<file path="src/hw/rtl/scpt_pkg.sv">
`default_nettype none
// ----------------------------------------------------------------------------
// scpt_pkg
// Types, constants and helpers shared by the solenoid current PID trim core.
// ----------------------------------------------------------------------------
package scpt_pkg;

    localparam int CUR_W    = 16;
    localparam int OFFS_W   = 12;
    localparam int GAIN_W   = 16;
    localparam int DUTY_W   = 13;
    localparam int TRIM_W   = 16;
    localparam int IDX_W    = 3;
    localparam int CFG_W    = 16;

    // The error is at most 1000 * 65535 in magnitude.
    localparam int ERR_W    = 27;
    localparam int MUL_A_W  = 28;
    localparam int MUL_B_W  = 17;
    localparam int PROD_W   = MUL_A_W + MUL_B_W;
    localparam int ACC_W    = 36;
    localparam int DEN_W    = 16;

    localparam int BATTERY_MIN_MV = 9000;
    localparam int PID_MIN_MA     = 200;
    localparam int PER_MILLE      = 1000;
    localparam int DUTY_FULL      = 4096;
    localparam int TRIM_MAX       = 32767;
    localparam int TRIM_MIN       = -32768;

    typedef enum logic [IDX_W-1:0] {
        REG_MAX_CURRENT    = 3'd0,
        REG_CURRENT_OFFSET = 3'd1,
        REG_GAIN_P         = 3'd2,
        REG_GAIN_I         = 3'd3,
        REG_GAIN_D         = 3'd4
    } cfg_reg_t;

    typedef enum logic [2:0] {
        MUL_ERR,
        MUL_P,
        MUL_I,
        MUL_D,
        MUL_DUTY
    } mul_sel_t;

    typedef enum logic [3:0] {
        ST_IDLE,
        ST_BRANCH,
        ST_ERR_GO,
        ST_ERR_WAIT,
        ST_P_GO,
        ST_P_WAIT,
        ST_I_UPD,
        ST_I_GO,
        ST_I_WAIT,
        ST_D_GO,
        ST_D_WAIT,
        ST_TRIM,
        ST_DUTY_GO,
        ST_DUTY_WAIT,
        ST_FINISH
    } state_t;

    typedef struct packed {
        logic     load_item;
        logic     div_start;
        mul_sel_t mul_sel;
        logic     div_by_max;
        logic     err_cap;
        logic     acc_load;
        logic     acc_add;
        logic     int_upd;
        logic     trim_upd;
        logic     duty_cap;
        logic     out_load;
    } ctrl_cmd_t;

    typedef struct packed {
        logic drive_on;
        logic pid_en;
        logic div_done;
        logic out_busy;
    } dp_status_t;

    function automatic logic signed [TRIM_W-1:0] sat16(input logic signed [ACC_W-1:0] v);
        logic signed [TRIM_W-1:0] r;
        if (v > ACC_W'(TRIM_MAX)) begin
            r = TRIM_W'(TRIM_MAX);
        end else if (v < ACC_W'(TRIM_MIN)) begin
            r = TRIM_W'(TRIM_MIN);
        end else begin
            r = v[TRIM_W-1:0];
        end
        return r;
    endfunction

endpackage
`default_nettype wire

</file>
<file path="src/hw/rtl/scpt_in_if.sv">
`default_nettype none
// ----------------------------------------------------------------------------
// scpt_in_if
// Request channel carrying one current reading.
// ----------------------------------------------------------------------------
interface scpt_in_if import scpt_pkg::*; ();
    logic              valid;
    logic              ready;
    logic [CUR_W-1:0]  battery_mv;
    logic [CUR_W-1:0]  raw_current_ma;
    logic [CUR_W-1:0]  target_current_ma;

    modport source (output valid, output battery_mv, output raw_current_ma,
                    output target_current_ma, input ready);
    modport sink   (input valid, input battery_mv, input raw_current_ma,
                    input target_current_ma, output ready);
endinterface
`default_nettype wire

</file>
<file path="src/hw/rtl/scpt_out_if.sv">
`default_nettype none
// ----------------------------------------------------------------------------
// scpt_out_if
// Result channel carrying the PWM duty and the trim in force.
// ----------------------------------------------------------------------------
interface scpt_out_if import scpt_pkg::*; ();
    logic                     valid;
    logic                     ready;
    logic [DUTY_W-1:0]        pwm_duty;
    logic signed [TRIM_W-1:0] trim_value;

    modport source (output valid, output pwm_duty, output trim_value, input ready);
    modport sink   (input valid, input pwm_duty, input trim_value, output ready);
endinterface
`default_nettype wire

</file>
<file path="src/hw/rtl/scpt_cfg_if.sv">
`default_nettype none
// ----------------------------------------------------------------------------
// scpt_cfg_if
// Register write channel: register index and write data.
// ----------------------------------------------------------------------------
interface scpt_cfg_if import scpt_pkg::*; ();
    logic             valid;
    logic             ready;
    logic [IDX_W-1:0] reg_index;
    logic [CFG_W-1:0] wdata;

    modport source (output valid, output reg_index, output wdata, input ready);
    modport sink   (input valid, input reg_index, input wdata, output ready);
endinterface
`default_nettype wire

</file>
<file path="src/hw/rtl/solenoid_current_pid_trim_core.sv">
// Path: with drive off a request goes straight to the result; without a PID
// update only the error and duty divisions run; with one the P, I and D terms run too.
// Throughput: one reading at a time; the 45-bit divider, one quotient bit per
// cycle, runs the two divisions by full scale, while the three divisions by
// 1000 take a four-step reciprocal multiply each.
// A finished result sits in the output register while the next request enters.
// Reset (rst_n, asynchronous): configuration registers, saved target, PID state and trim clear to 0.
`default_nettype none
// ----------------------------------------------------------------------------
// solenoid_current_pid_trim_core
// Constant-current solenoid driver: PID trim with feedforward duty.
// ----------------------------------------------------------------------------
module solenoid_current_pid_trim_core import scpt_pkg::*; (
    input  wire logic  clk,
    input  wire logic  rst_n,
    scpt_in_if.sink    in_ch,
    scpt_out_if.source out_ch,
    scpt_cfg_if.sink   cfg_ch
);

    ctrl_cmd_t  cmd;
    dp_status_t status;
    logic       in_ready;

    assign in_ch.ready = in_ready;

    scpt_ctrl u_ctrl (
        .clk      (clk),
        .rst_n    (rst_n),
        .in_valid (in_ch.valid),
        .in_ready (in_ready),
        .status   (status),
        .cmd      (cmd)
    );

    scpt_datapath u_datapath (
        .clk               (clk),
        .rst_n             (rst_n),
        .battery_mv        (in_ch.battery_mv),
        .raw_current_ma    (in_ch.raw_current_ma),
        .target_current_ma (in_ch.target_current_ma),
        .cmd               (cmd),
        .status            (status),
        .cfg_ch            (cfg_ch),
        .out_ch            (out_ch)
    );

endmodule
`default_nettype wire

</file>
<file path="src/hw/rtl/scpt_div.sv">
`default_nettype none
// ----------------------------------------------------------------------------
// scpt_div
// Shared restoring divider: signed dividend by positive divisor, one quotient
// bit per cycle, quotient truncated toward zero.
// ----------------------------------------------------------------------------
module scpt_div import scpt_pkg::*; (
    input  wire logic                     clk,
    input  wire logic                     rst_n,
    input  wire logic                     start,
    input  wire logic signed [PROD_W-1:0] dividend,
    input  wire logic [DEN_W-1:0]         divisor,
    output      logic                     done,
    output      logic signed [PROD_W-1:0] quotient
);

    localparam int CNT_W = $clog2(PROD_W + 1);

    logic [PROD_W-1:0] q_reg, q_next;
    logic [DEN_W-1:0]  rem_reg, rem_next;
    logic [DEN_W-1:0]  den_reg;
    logic              neg_reg;
    logic [CNT_W-1:0]  cnt_reg, cnt_next;
    logic              busy_reg, busy_next;
    logic              prep_reg, prep_next;
    logic              done_reg, done_next;
    logic [DEN_W:0]    rem_sh;
    logic              fits;

    always_comb
    begin
        rem_sh    = {rem_reg, q_reg[PROD_W-1]};
        fits      = rem_sh >= {1'b0, den_reg};
        q_next    = q_reg;
        rem_next  = rem_reg;
        cnt_next  = cnt_reg;
        busy_next = busy_reg;
        prep_next = prep_reg;
        done_next = 1'b0;
        if (busy_reg && prep_reg) begin
            // Work on the magnitude; the sign is restored at the output.
            if (neg_reg) begin
                q_next = -q_reg;
            end
            prep_next = 1'b0;
        end else if (busy_reg) begin
            rem_next = fits ? DEN_W'(rem_sh - {1'b0, den_reg}) : rem_sh[DEN_W-1:0];
            q_next   = {q_reg[PROD_W-2:0], fits};
            cnt_next = cnt_reg - 1'b1;
            if (cnt_reg == CNT_W'(1)) begin
                busy_next = 1'b0;
                done_next = 1'b1;
            end
        end
    end

    always_ff @(posedge clk or negedge rst_n)
    begin
        if (!rst_n) begin
            busy_reg <= 1'b0;
            prep_reg <= 1'b0;
            done_reg <= 1'b0;
            cnt_reg  <= '0;
        end else begin
            if (start) begin
                busy_reg <= 1'b1;
                prep_reg <= 1'b1;
                cnt_reg  <= CNT_W'(PROD_W);
            end else begin
                busy_reg <= busy_next;
                prep_reg <= prep_next;
                cnt_reg  <= cnt_next;
            end
            done_reg <= done_next;
        end
    end

    always_ff @(posedge clk)
    begin
        if (start) begin
            q_reg   <= dividend;
            neg_reg <= dividend[PROD_W-1];
            den_reg <= divisor;
            rem_reg <= '0;
        end else begin
            q_reg   <= q_next;
            rem_reg <= rem_next;
        end
    end

    assign done     = done_reg;
    assign quotient = neg_reg ? -$signed(q_reg) : $signed(q_reg);

    a_no_restart: assert property (@(posedge clk) disable iff (!rst_n)
        start |-> !busy_reg) else $error("divider started while busy");
    a_done_pulse: assert property (@(posedge clk) disable iff (!rst_n)
        done_reg |=> !done_reg) else $error("divider done held high");
    a_count_live: assert property (@(posedge clk) disable iff (!rst_n)
        (busy_reg && !prep_reg) |-> (cnt_reg != '0)) else $error("divider count ran out");

endmodule
`default_nettype wire

</file>
<file path="src/hw/rtl/scpt_datapath.sv">
`default_nettype none
// ----------------------------------------------------------------------------
// scpt_datapath
// Configuration registers, PID state, shared multiplier and divider, and the
// output register.
// ----------------------------------------------------------------------------
module scpt_datapath import scpt_pkg::*; (
    input  wire logic             clk,
    input  wire logic             rst_n,
    input  wire logic [CUR_W-1:0] battery_mv,
    input  wire logic [CUR_W-1:0] raw_current_ma,
    input  wire logic [CUR_W-1:0] target_current_ma,
    input  wire ctrl_cmd_t        cmd,
    output      dp_status_t       status,
    scpt_cfg_if.sink              cfg_ch,
    scpt_out_if.source            out_ch
);

    // Division by 1000 as a reciprocal multiplication: a / 1000 equals
    // (a >> 3) / 125, and (b * K_RECIP) >> 48 equals b / 125 for every b
    // below 2^41. The product is built from four 21 x 21 partial products.
    localparam int                    K_HALF_W = 21;
    localparam int                    K_ACC_W  = 44;
    localparam int                    K_TAIL   = 6;
    localparam logic [2*K_HALF_W-1:0] K_RECIP  = 42'd2251799813686;

    logic [CUR_W-1:0]          max_reg;
    logic signed [OFFS_W-1:0]  offs_reg;
    logic signed [GAIN_W-1:0]  gp_reg, gi_reg, gd_reg;

    logic [CUR_W-1:0]          target_reg, obs_reg, prev_reg, saved_target_reg;
    logic                      drive_on_reg, pid_en_reg;
    logic signed [ERR_W-1:0]   err_reg, prev_err_reg;
    logic signed [TRIM_W-1:0]  integ_reg, trim_reg;
    logic signed [ACC_W-1:0]   acc_reg;
    logic [DUTY_W-1:0]         duty_reg;
    logic                      out_valid_reg;
    logic [DUTY_W-1:0]         out_duty_reg;
    logic signed [TRIM_W-1:0]  out_trim_reg;

    logic signed [CUR_W+1:0]   obs_sum;
    logic [CUR_W-1:0]          obs_clamp;
    logic                      drive_on_w;
    logic signed [CUR_W:0]     cur_diff;
    logic signed [MUL_A_W-1:0] mul_a;
    logic signed [MUL_B_W-1:0] mul_b;
    logic signed [PROD_W-1:0]  prod;
    logic signed [PROD_W-1:0]  quot;
    logic                      div_done;

    logic                      md_start;
    logic                      md_done;
    logic signed [PROD_W-1:0]  md_quot;

    logic                      kd_start;
    logic                      kd_busy_reg;
    logic [1:0]                kd_step_reg;
    logic                      kd_done_reg;
    logic                      kd_neg_reg;
    logic [2*K_HALF_W-1:0]     kd_b_reg;
    logic [K_ACC_W-1:0]        kd_acc_reg;
    logic [PROD_W-1:0]         kd_mag;
    logic [K_HALF_W-1:0]       kd_op_b;
    logic [K_HALF_W-1:0]       kd_op_m;
    logic [2*K_HALF_W-1:0]     kd_pp;
    logic [K_ACC_W-1:0]        kd_acc_next;
    logic [PROD_W-1:0]         kd_qmag;
    logic signed [PROD_W-1:0]  kd_quot;

    assign cfg_ch.ready = 1'b1;

    always_ff @(posedge clk or negedge rst_n)
    begin
        if (!rst_n) begin
            max_reg  <= '0;
            offs_reg <= '0;
            gp_reg   <= '0;
            gi_reg   <= '0;
            gd_reg   <= '0;
        end else if (cfg_ch.valid) begin
            unique case (cfg_reg_t'(cfg_ch.reg_index))
                REG_MAX_CURRENT:    max_reg  <= cfg_ch.wdata;
                REG_CURRENT_OFFSET: offs_reg <= cfg_ch.wdata[OFFS_W-1:0];
                REG_GAIN_P:         gp_reg   <= cfg_ch.wdata;
                REG_GAIN_I:         gi_reg   <= cfg_ch.wdata;
                REG_GAIN_D:         gd_reg   <= cfg_ch.wdata;
                default:            ;
            endcase
        end
    end

    // Offset-corrected current, held inside 0..65535.
    always_comb
    begin
        obs_sum = $signed({2'b00, raw_current_ma}) + (CUR_W+2)'(offs_reg);
        if (obs_sum < 0) begin
            obs_clamp = '0;
        end else if (obs_sum[CUR_W]) begin
            obs_clamp = '1;
        end else begin
            obs_clamp = obs_sum[CUR_W-1:0];
        end
        drive_on_w = (battery_mv > CUR_W'(BATTERY_MIN_MV)) && (target_current_ma != '0)
                     && (max_reg != '0);
    end

    always_comb
    begin
        cur_diff = $signed({1'b0, prev_reg}) - $signed({1'b0, obs_reg});
        unique case (cmd.mul_sel)
            MUL_ERR:
            begin
                mul_a = MUL_A_W'(cur_diff);
                mul_b = MUL_B_W'(PER_MILLE);
            end
            MUL_P:
            begin
                mul_a = MUL_A_W'(err_reg);
                mul_b = MUL_B_W'(gp_reg);
            end
            MUL_I:
            begin
                mul_a = MUL_A_W'(integ_reg);
                mul_b = MUL_B_W'(gi_reg);
            end
            MUL_D:
            begin
                mul_a = MUL_A_W'(err_reg) - MUL_A_W'(prev_err_reg);
                mul_b = MUL_B_W'(gd_reg);
            end
            MUL_DUTY:
            begin
                mul_a = MUL_A_W'(trim_reg) + MUL_A_W'(DUTY_FULL);
                mul_b = $signed({1'b0, target_reg});
            end
            default:
            begin
                mul_a = '0;
                mul_b = '0;
            end
        endcase
        prod = mul_a * mul_b;
    end

    assign md_start = cmd.div_start && cmd.div_by_max;
    assign kd_start = cmd.div_start && !cmd.div_by_max;

    // The divider registers the product as it starts.
    scpt_div u_div (
        .clk      (clk),
        .rst_n    (rst_n),
        .start    (md_start),
        .dividend (prod),
        .divisor  (max_reg),
        .done     (md_done),
        .quotient (md_quot)
    );

    // Divide by 1000: the magnitude is multiplied by the reciprocal one
    // partial product per cycle, and the sign is restored at the output.
    always_comb
    begin
        kd_mag = prod[PROD_W-1] ? PROD_W'(-prod) : PROD_W'(prod);
        unique case (kd_step_reg)
            2'd0:
            begin
                kd_op_b = kd_b_reg[K_HALF_W-1:0];
                kd_op_m = K_RECIP[K_HALF_W-1:0];
            end
            2'd1:
            begin
                kd_op_b = kd_b_reg[K_HALF_W-1:0];
                kd_op_m = K_RECIP[2*K_HALF_W-1:K_HALF_W];
            end
            2'd2:
            begin
                kd_op_b = kd_b_reg[2*K_HALF_W-1:K_HALF_W];
                kd_op_m = K_RECIP[K_HALF_W-1:0];
            end
            2'd3:
            begin
                kd_op_b = kd_b_reg[2*K_HALF_W-1:K_HALF_W];
                kd_op_m = K_RECIP[2*K_HALF_W-1:K_HALF_W];
            end
        endcase
        kd_pp = kd_op_b * kd_op_m;
        unique case (kd_step_reg)
            2'd0:    kd_acc_next = K_ACC_W'(kd_pp);
            2'd1:    kd_acc_next = (kd_acc_reg >> K_HALF_W) + K_ACC_W'(kd_pp);
            2'd2:    kd_acc_next = kd_acc_reg + K_ACC_W'(kd_pp);
            2'd3:    kd_acc_next = (kd_acc_reg >> K_HALF_W) + K_ACC_W'(kd_pp);
        endcase
        kd_qmag = PROD_W'(kd_acc_reg >> K_TAIL);
        kd_quot = kd_neg_reg ? -$signed(kd_qmag) : $signed(kd_qmag);
    end

    always_ff @(posedge clk or negedge rst_n)
    begin
        if (!rst_n) begin
            kd_busy_reg <= 1'b0;
            kd_step_reg <= '0;
            kd_done_reg <= 1'b0;
        end else begin
            kd_done_reg <= kd_busy_reg && (kd_step_reg == 2'd3);
            if (kd_start) begin
                kd_busy_reg <= 1'b1;
                kd_step_reg <= '0;
            end else if (kd_busy_reg) begin
                kd_busy_reg <= (kd_step_reg != 2'd3);
                kd_step_reg <= kd_step_reg + 2'd1;
            end
        end
    end

    always_ff @(posedge clk)
    begin
        if (kd_start) begin
            kd_b_reg   <= kd_mag[PROD_W-1:3];
            kd_neg_reg <= prod[PROD_W-1];
        end else if (kd_busy_reg) begin
            kd_acc_reg <= kd_acc_next;
        end
    end

    assign div_done = md_done || kd_done_reg;
    assign quot     = kd_done_reg ? kd_quot : md_quot;

    always_ff @(posedge clk or negedge rst_n)
    begin
        if (!rst_n) begin
            saved_target_reg <= '0;
            drive_on_reg     <= 1'b0;
            pid_en_reg       <= 1'b0;
            prev_err_reg     <= '0;
            integ_reg        <= '0;
            trim_reg         <= '0;
            out_valid_reg    <= 1'b0;
        end else begin
            if (cmd.load_item) begin
                drive_on_reg     <= drive_on_w;
                pid_en_reg       <= (saved_target_reg >= CUR_W'(PID_MIN_MA))
                                    && (obs_clamp >= CUR_W'(PID_MIN_MA));
                saved_target_reg <= drive_on_w ? target_current_ma : '0;
            end
            if (cmd.int_upd) begin
                integ_reg <= sat16(ACC_W'(integ_reg) + ACC_W'(err_reg));
            end
            if (cmd.trim_upd) begin
                trim_reg     <= sat16(acc_reg);
                prev_err_reg <= err_reg;
            end
            if (cmd.out_load) begin
                out_valid_reg <= 1'b1;
            end else if (out_ch.ready) begin
                out_valid_reg <= 1'b0;
            end
        end
    end

    always_ff @(posedge clk)
    begin
        if (cmd.load_item) begin
            target_reg <= target_current_ma;
            obs_reg    <= obs_clamp;
            prev_reg   <= saved_target_reg;
            duty_reg   <= '0;
        end
        if (cmd.err_cap) begin
            err_reg <= quot[ERR_W-1:0];
        end
        if (cmd.acc_load) begin
            acc_reg <= ACC_W'(quot);
        end else if (cmd.acc_add) begin
            acc_reg <= acc_reg + ACC_W'(quot);
        end
        if (cmd.duty_cap) begin
            if (quot < 0) begin
                duty_reg <= '0;
            end else if (quot > PROD_W'(DUTY_FULL)) begin
                duty_reg <= DUTY_W'(DUTY_FULL);
            end else begin
                duty_reg <= quot[DUTY_W-1:0];
            end
        end
        if (cmd.out_load) begin
            out_duty_reg <= duty_reg;
            out_trim_reg <= trim_reg;
        end
    end

    assign out_ch.valid      = out_valid_reg;
    assign out_ch.pwm_duty   = out_duty_reg;
    assign out_ch.trim_value = out_trim_reg;

    assign status.drive_on = drive_on_reg;
    assign status.pid_en   = pid_en_reg;
    assign status.div_done = div_done;
    assign status.out_busy = out_valid_reg && !out_ch.ready;

endmodule
`default_nettype wire

</file>
<file path="src/hw/rtl/scpt_ctrl.sv">
`default_nettype none
// ----------------------------------------------------------------------------
// scpt_ctrl
// Sequencer: steps one reading through error, PID terms, trim and duty.
// ----------------------------------------------------------------------------
module scpt_ctrl import scpt_pkg::*; (
    input  wire logic       clk,
    input  wire logic       rst_n,
    input  wire logic       in_valid,
    output      logic       in_ready,
    input  wire dp_status_t status,
    output      ctrl_cmd_t  cmd
);

    state_t state_reg, state_next;

    always_ff @(posedge clk or negedge rst_n)
    begin
        if (!rst_n) begin
            state_reg <= ST_IDLE;
        end else begin
            state_reg <= state_next;
        end
    end

    always_comb
    begin
        state_next = state_reg;
        unique case (state_reg)
            ST_IDLE:      if (in_valid) state_next = ST_BRANCH;
            ST_BRANCH:    state_next = status.drive_on ? ST_ERR_GO : ST_FINISH;
            ST_ERR_GO:    state_next = ST_ERR_WAIT;
            ST_ERR_WAIT:
            begin
                if (status.div_done) begin
                    state_next = status.pid_en ? ST_P_GO : ST_DUTY_GO;
                end
            end
            ST_P_GO:      state_next = ST_P_WAIT;
            ST_P_WAIT:    if (status.div_done) state_next = ST_I_UPD;
            ST_I_UPD:     state_next = ST_I_GO;
            ST_I_GO:      state_next = ST_I_WAIT;
            ST_I_WAIT:    if (status.div_done) state_next = ST_D_GO;
            ST_D_GO:      state_next = ST_D_WAIT;
            ST_D_WAIT:    if (status.div_done) state_next = ST_TRIM;
            ST_TRIM:      state_next = ST_DUTY_GO;
            ST_DUTY_GO:   state_next = ST_DUTY_WAIT;
            ST_DUTY_WAIT: if (status.div_done) state_next = ST_FINISH;
            ST_FINISH:    if (!status.out_busy) state_next = ST_IDLE;
            default:      state_next = ST_IDLE;
        endcase
    end

    always_comb
    begin
        cmd          = '0;
        cmd.mul_sel  = MUL_ERR;
        in_ready     = 1'b0;
        unique case (state_reg)
            ST_IDLE:
            begin
                in_ready      = 1'b1;
                cmd.load_item = in_valid;
            end
            ST_ERR_GO:
            begin
                cmd.mul_sel    = MUL_ERR;
                cmd.div_by_max = 1'b1;
                cmd.div_start  = 1'b1;
            end
            ST_ERR_WAIT:  cmd.err_cap = status.div_done;
            ST_P_GO:
            begin
                cmd.mul_sel   = MUL_P;
                cmd.div_start = 1'b1;
            end
            ST_P_WAIT:    cmd.acc_load = status.div_done;
            ST_I_UPD:     cmd.int_upd = 1'b1;
            ST_I_GO:
            begin
                cmd.mul_sel   = MUL_I;
                cmd.div_start = 1'b1;
            end
            ST_I_WAIT:    cmd.acc_add = status.div_done;
            ST_D_GO:
            begin
                cmd.mul_sel   = MUL_D;
                cmd.div_start = 1'b1;
            end
            ST_D_WAIT:    cmd.acc_add = status.div_done;
            ST_TRIM:      cmd.trim_upd = 1'b1;
            ST_DUTY_GO:
            begin
                cmd.mul_sel    = MUL_DUTY;
                cmd.div_by_max = 1'b1;
                cmd.div_start  = 1'b1;
            end
            ST_DUTY_WAIT: cmd.duty_cap = status.div_done;
            ST_FINISH:    cmd.out_load = !status.out_busy;
            default:      ;
        endcase
    end

endmodule
`default_nettype wire
</file>
<file path="src/flat_wrapper.sv">
// flat-port wrapper written by rule: the top's interface ports become plain ports
module solenoid_current_pid_trim_core_flat import scpt_pkg::*;
  (clk, rst_n, in_ch_valid, in_ch_battery_mv, in_ch_raw_current_ma, in_ch_target_current_ma, in_ch_ready, out_ch_valid, out_ch_pwm_duty, out_ch_trim_value, out_ch_ready, cfg_ch_valid, cfg_ch_reg_index, cfg_ch_wdata, cfg_ch_ready);
  scpt_in_if in_ch_i ();
  scpt_out_if out_ch_i ();
  scpt_cfg_if cfg_ch_i ();
  input  wire logic clk;
  input  wire logic rst_n;
  input wire logic [$bits(in_ch_i.valid)-1:0] in_ch_valid;
  input wire logic [$bits(in_ch_i.battery_mv)-1:0] in_ch_battery_mv;
  input wire logic [$bits(in_ch_i.raw_current_ma)-1:0] in_ch_raw_current_ma;
  input wire logic [$bits(in_ch_i.target_current_ma)-1:0] in_ch_target_current_ma;
  output wire logic [$bits(in_ch_i.ready)-1:0] in_ch_ready;
  output wire logic [$bits(out_ch_i.valid)-1:0] out_ch_valid;
  output wire logic [$bits(out_ch_i.pwm_duty)-1:0] out_ch_pwm_duty;
  output wire logic [$bits(out_ch_i.trim_value)-1:0] out_ch_trim_value;
  input wire logic [$bits(out_ch_i.ready)-1:0] out_ch_ready;
  input wire logic [$bits(cfg_ch_i.valid)-1:0] cfg_ch_valid;
  input wire logic [$bits(cfg_ch_i.reg_index)-1:0] cfg_ch_reg_index;
  input wire logic [$bits(cfg_ch_i.wdata)-1:0] cfg_ch_wdata;
  output wire logic [$bits(cfg_ch_i.ready)-1:0] cfg_ch_ready;
  assign in_ch_i.valid = in_ch_valid;
  assign in_ch_i.battery_mv = in_ch_battery_mv;
  assign in_ch_i.raw_current_ma = in_ch_raw_current_ma;
  assign in_ch_i.target_current_ma = in_ch_target_current_ma;
  assign in_ch_ready = in_ch_i.ready;
  assign out_ch_valid = out_ch_i.valid;
  assign out_ch_pwm_duty = out_ch_i.pwm_duty;
  assign out_ch_trim_value = out_ch_i.trim_value;
  assign out_ch_i.ready = out_ch_ready;
  assign cfg_ch_i.valid = cfg_ch_valid;
  assign cfg_ch_i.reg_index = cfg_ch_reg_index;
  assign cfg_ch_i.wdata = cfg_ch_wdata;
  assign cfg_ch_ready = cfg_ch_i.ready;
  solenoid_current_pid_trim_core u_core (.clk(clk), .rst_n(rst_n), .in_ch(in_ch_i), .out_ch(out_ch_i), .cfg_ch(cfg_ch_i));
endmodule
</file>
<file path="config.mk">
export PLATFORM = sky130hd
export DESIGN_NAME = solenoid_current_pid_trim_core_flat
export DESIGN_NICKNAME = d
export VERILOG_FILES = /design/src/hw/rtl/scpt_pkg.sv /design/src/hw/rtl/scpt_in_if.sv /design/src/hw/rtl/scpt_out_if.sv /design/src/hw/rtl/scpt_cfg_if.sv /design/src/hw/rtl/solenoid_current_pid_trim_core.sv /design/src/hw/rtl/scpt_div.sv /design/src/hw/rtl/scpt_datapath.sv /design/src/hw/rtl/scpt_ctrl.sv /design/src/flat_wrapper.sv
export SDC_FILE = /design/constraint.sdc
export NUM_CORES = 2
export LEC_CHECK = 0
export ABC_AREA = 1
export BUFFER_PORTS_ARGS = -buffer_cell sky130_fd_sc_hd__clkbuf_2
export CAP_MARGIN = 20
export CORE_UTILIZATION = 55
export CTS_CLUSTER_DIAMETER = 30
export DETAILED_ROUTE_END_ITERATION = 12
export PLACE_DENSITY = 0.71
export SETUP_SLACK_MARGIN = 0.15
export SYNTH_ARGS = -nofsm -noshare
export SYNTH_HDL_FRONTEND = slang
export SYNTH_SLANG_ARGS = --single-unit
</file>
<file path="constraint.sdc">
create_clock -name clk -period 14.8 [get_ports clk]
set_clock_uncertainty 0.15 [all_clocks]
set_input_delay 1.48 -clock clk [delete_from_list [all_inputs] [get_ports clk]]
set_output_delay 1.48 -clock clk [all_outputs]
set_load 0.02 [all_outputs]
</file>
# --- Yosys cells after proc, flatten, opt, wreduce, memory -nomap -nowiden ---
# Index checks and enable logic that the tools add are counted.
totals:
  reg_bits: 489
  in_bits: 72
  elab_cells: 209
op_classes:
  n_addsub: 15
  n_mul: 2
  n_lt_le_gt_ge: 11
  eq_ne: 36
  n_mux: 66
  n_bitwise: 2
  n_reduce_logical: 41
op_table:
  columns: ["operator", "count"]
  rows:
  - ["$mux 45", 7]
  - ["$pmux 28 s5", 1]
  - ["$neg 45->45", 3]
  - ["$pmux 44 s3", 1]
  - ["$mux 16", 8]
  - ["$pmux 17 s5", 1]
  - ["$pmux 21 s2", 2]
  - ["$mux 36", 2]
  - ["$pmux 4 s15", 1]
  - ["$mux 13", 4]
  - ["$gt 45x14->1 const B", 1]
  - ["$lt 45x1->1 const B", 1]
  - ["$mul 28x17->45", 1]
  - ["$neg 38->45", 1]
  - ["$add 44x42->44", 1]
  - ["$mux 44", 1]
  - ["$add 23x42->43", 1]
  - ["$mul 21x21->42", 1]
  - ["$add 36x36->36", 1]
  - ["$gt 36x16->1 const B", 1]
  - ["$lt 36x16->1 const B", 1]
  - ["$mux 4", 9]
  - ["$ge 16x8->1 const B", 2]
  - ["$reduce_bool 16->1", 2]
  - ["41 further kinds", 119]

# --- Longest topological paths before layout ---
logic_depth:
  depth_word: 7
  depth_mapped: 51
  ltp_nobuf: 51

# --- Hierarchy ---
# From an unflattened synthesis, not the netlist that was laid out.
unflattened:
  cells_unflattened: 9357
  area_unflattened_um2: 68537.0
by_module_without_submodules:
  columns: ["mod", "instances", "cells_each", "area_each_um2"]
  rows:
  - ["scpt_datapath", 1, 8287, 61108.6]
  - ["scpt_div", 1, 996, 6984.2]
  - ["scpt_ctrl", 1, 74, 444.2]

# --- Least setup slack after synthesis ---
# No wires, ideal clock.
synth_path:
  path_type: "register to register"
  start: "register u_core.u_datapath.kd_step_reg[0]"
  end: "register u_core.u_datapath.kd_acc_reg[42] (data pin)"
  setup_ps: 263
  arrival_ps: 8641
  required_ps: 14387
  path_slack_ps: 5746
  stages_incl_launch_ff: 42
  n_path_buf: 3
  period_less_slack_ps: 9054
  path_cell_list: "dfrtp_1 -> inv_1 -> ha_1 -> clkbuf_1 -> nor2_1 -> clkbuf_1 -> clkbuf_1 -> o21ai_0 -> nor2_1 -> inv_1 -> fa_1 -> inv_1 -> ha_1 -> inv_1 -> fa_1 -> inv_1 -> fa_1 -> inv_1 -> [6 not listed] -> o21ai_0 -> a21oi_1 -> inv_1 -> a21oi_1 -> xor2_1 -> inv_1 -> ha_1 -> nand2_1 -> nor2_1 -> nand2_1 -> nor4_1 -> nand3_1 -> nand4_1 -> nand2_1 -> o311ai_0 -> a21oi_1 -> o21ai_0 -> o21ai_0"
synth_between:
  elab_chain_cells: 6
  word_cells_on_any_way: 14
synth_lines:
  columns: ["item", "line_no", "source"]
  rows:
  - ["start: declaration", "scpt_datapath.sv:57", "logic [1:0] kd_step_reg;"]
  - ["start signal: assignment", "scpt_datapath.sv:210", "kd_step_reg <= kd_step_reg + 2'd1;"]
  - ["$eq 2x2->1 (tied with other cells)", "scpt_datapath.sv:164, scpt_datapath.sv:187", null]
  - ["$reduce_or 2->1 (no line)", null, null]
  - ["$pmux 21 s2", "scpt_datapath.sv:164", "unique case (kd_step_reg)"]
  - ["$mul 21x21->42", "scpt_datapath.sv:186", "kd_pp = kd_op_b * kd_op_m;"]
  - ["$add 44x42->44 / $add 23x42->43 (equally long branches)", "scpt_datapath.sv:190, scpt_datapath.sv:189, scpt_datapath.sv:191", null]
  - ["$pmux 44 s3 *", "scpt_datapath.sv:187", "unique case (kd_step_reg)"]
  - ["end signal: assignment", "scpt_datapath.sv:221", "kd_acc_reg <= kd_acc_next;"]
  - ["end: declaration", "scpt_datapath.sv:61", "logic [K_ACC_W-1:0] kd_acc_reg;"]
# Mark *: on every way between the ends. The rest lies on a longest branch, timed or not. The select of a mux whose other input is x is not followed.
# A chain may end at the register's enable or synchronous reset.

# --- Worst setup path after layout ---
layout_path:
  start: "register u_core.u_ctrl.state_reg[0]"
  end: "register u_core.u_datapath.kd_b_reg[16] (data pin)"
layout_between:
  elab_chain_cells: 7
  word_cells_on_any_way: 16
layout_lines:
  columns: ["item", "line_no", "source"]
  rows:
  - ["start: declaration", "scpt_ctrl.sv:15", "state_t state_reg, state_next;"]
  - ["start signal: assignment", "scpt_ctrl.sv:22", "state_reg <= state_next;"]
  - ["$eq 4x4->1 (tied with other cells)", "scpt_ctrl.sv:59", "unique case (state_reg)"]
  - ["$pmux 4 s5 *", "scpt_ctrl.sv:59", null]
  - ["$eq 3x3->1 (tied with other cells)", "scpt_datapath.sv:110", "unique case (cmd.mul_sel)"]
  - ["$pmux 28 s5 / $pmux 17 s5 (equally long branches)", "scpt_datapath.sv:110", null]
  - ["$mul 28x17->45 *", "scpt_datapath.sv:142", "prod = mul_a * mul_b;"]
  - ["$neg 45->45", "scpt_datapath.sv:163", "kd_mag = prod[PROD_W-1] ? PROD_W'(-prod) : PROD_W'(prod);"]
  - ["$mux 44 *", "scpt_datapath.sv:163", null]
  - ["net u_core.u_datapath.kd_mag[19]", "scpt_datapath.sv:62", "logic [PROD_W-1:0] kd_mag;"]
  - ["end signal: assignment", "scpt_datapath.sv:218", "kd_b_reg <= kd_mag[PROD_W-1:3];"]
  - ["end: declaration", "scpt_datapath.sv:60", "logic [2*K_HALF_W-1:0] kd_b_reg;"]
# The timed path passes the listed nets; every way through them passes the cells marked *.

==> results.ini <==
[run_status]
status = finished clean

[cts]
cts_setup_buffers = 0
cts_max_level = 3
cts_tree = built
insertion_delay_ns = 0.78
clk_pin_slew_ns = 0.05
cts.path.max_buffers = 3
cts.repair.resized = 0
cts_root_buf = clkbuf_16
cts_hold_buf = 0
cts.sinks = 489
cts_made_buffers = 121

[timing]
rsz0062_at_grt = no
maxSlewViolCount = 0
fin_tns_setup_ns = 0
setup_viol = 0
period_share_pct = 74.98
hold_viol_final = 0
fin_crit_ns = 11.10
worst_pin_slew_ns = 1.159
max_slew_margin_pct = 22.54
fmax_ghz = 0.09011

[synthesis]
yosysUniqueCellTypes = 75
netlist_top_cells_count = nand2_1, inv_1, nor2_1
synthArstFlopShare_pct = 34.97
yosysWarnings = 0
netlist_instances = 8849
synthesis.area_um2 = 66310
ys_top_cells_by_area = fa_1, edfxtp_1, nand2_1
synth_top_cell_by_area = fa_1
yosysTopAreaCellShare_pct = 21.83
synth_seq_cells = 489
avgSynthCellArea_um2 = 7.493
yosysMostFrequentCell = nand2_1
yosysSeqAreaShare_pct = 20.61
synth_edf_count = 302
synthFlopType = edfxtp_1

[flow_run]
maxCapViolCount = 0

[grt]
grt_max_degree = 70
overflow = 0
grt_usage_pct = 39.92
grt_pass1_wl_um = 365100
grt_pass1_vias = 60610
antenna_found_initial = 5

[floorplanning]
dieWidth_um = 349.2
die-area_um2 = 122000
rows = 127
core_area_um2 = 119800
num_io_pins = 104
die_h_um = 349.2
initial_utilization_pct = 55.34

[detailed_routing]
detail_route.vias_per_cell = 5.740
first_pass_iters = 6
antenna_left = 0
first_iter_violations = 6295
wl_um = 242600
vias = 61430
drc = 0
wl_per_cell_um = 22.67

[setup_path]
worstSetupStartpointType = flip-flop
cp_num_buf_inv = 9
cp.arrival_ns = 11.47
cp_data_required_time_ns = 15.17
cpLargestDelayFamily = adder cells
cpMostUsedCell = fa_1
critPathKind = flip-flop to flip-flop
worstSetupEndpointType = flip-flop
critPathMaxFanout = 45
crit_path_top_delay_cell = inv_1
critical_path.max_stage_delay_ns = 0.84

[finish]
fillers = 11170
nNetsFinal = 10290
fin_cells = 10700
multi_input_area_um2 = 45030
largest_reg_flops = 45
area_growth_pct = 10.21
seqCellArea_um2 = 13670
drive_above_1_share_pct = 6.307

[placed_design]
dp_hpwl_um = 197500
portBuffers = 102
place_congestion = 1.087
numPlacedInstances = 10460

[hold_path]
hp-class = flip-flop to flip-flop

## cells by family (layout without fill, tap and decap cells)
kind of cell	after synthesis	after routing	synth area share [%]
simple gates	3591	3591	22.49
buf+inv	2018	2252	11.60
compound gates	1349	1349	11.53
fa+ha+maj	1243	1243	31.64
flops	489	489	20.61
xor+xnor	157	157	2.108
other cells	2	8	0.01133
## layout by cell type, fill, tap and decap left out, types with 16 or more instances in the layout
cell type / count
nor2_1: 802
inv_6: 21
xor2_1: 98
inv_2: 31
ha_1: 520
nand3_1: 413
o211ai_1: 30
o22ai_1: 23
fa_1: 723
nor4_1: 25
xnor2_1: 56
a22o_1: 21
o21ai_0: 498
dfxtp_1: 16
o21ai_1: 25
nor3_1: 41
o21a_1: 21
clkbuf_16: 126
inv_1: 1793
a31oi_1: 63
clkinv_1: 26
nand2_1: 2050
o21bai_1: 19
clkbuf_2: 101
nand3b_1: 18
or2_2: 39
a21oi_1: 496
o221ai_1: 45
dfrtp_1: 170
nor2_2: 38
nand2_2: 27
a21o_1: 35
buf_4: 76
nand4_1: 92
edfxtp_1: 302
## final cells by class
class                      count  share of cell area, %
multi-input combinational   6344                  61.61
sequential                   489                  18.70
inverter                    1839                  9.446
clock buffer                 137                  4.385
tap                         1612                  2.760
timing repair buffer         182                  1.563
clock inverter                94                  1.515
antenna                        4                0.01370
## per-layer routing
layer  part of all wire [%]  up-vias  global-route usage, %  routed length (um)
li1                       -    28370                      -                   -
met1                     39    29280                  49.78               94680
met2                     44     3032                  62.67              107200
met3                    8.5      739                  7.457               20670
met4                    8.2        4                  27.86               19980
met5                  0.025        -                      0                  61
## worst paths after layout
kind	startpoint	end	slack (ns)	cells past startpoint
worst max-delay path	u_core.u_ctrl.state_reg[0]	u_core.u_datapath.kd_b_reg[16]	3.70	31
worst min-delay path	u_core.u_datapath.duty_reg[2]	u_core.u_datapath.out_ch.pwm_duty[2]	0.26	0
worst max register to register	u_core.u_ctrl.state_reg[0]	u_core.u_datapath.kd_b_reg[16]	3.70	31
worst min register to register	u_core.u_datapath.duty_reg[2]	u_core.u_datapath.out_ch.pwm_duty[2]	0.26	0
max in group asynchronous	rst_n	u_core.u_datapath.prev_err_reg[14]	11.90	3
min in group asynchronous	rst_n	u_core.u_datapath.offs_reg[11]	0.48	1
## worst register-to-register path: cells and delay by family (launching register included)
family | cells | cell delay [ns]
and+or+nand+nor | 10 | 2.72
adders and majority gates | 7 | 3.62
AOI/OAI and AO/OA | 4 | 1.06
xor gates and xnor gates | 1 | 0.27
DFF | 1 | 0.49
buffers and inverters | 9 | 2.55
## stage by stage
stage | cell area (um2) | utilization (%) | setup WS [ns] | hold slack (ns)
final | 73080 | 61.00 | 3.703 | 0.2613
after global routing | 73070 | 60.99 | 3.172 | 0.2660
after CTS | 73030 | 60.95 | 3.808 | 0.2623
after detailed placement | 68720 | 57.36 | 3.885 | 0.2545
after global placement | 68690 | 57.33 | 3.905 | 0.2577
after floorplan | 66320 | - | 5.746 | 0.2503
Power is left out: the tool's default activity adds up to more than one toggle a clock period on the data nets, which glitch-free logic cannot reach.
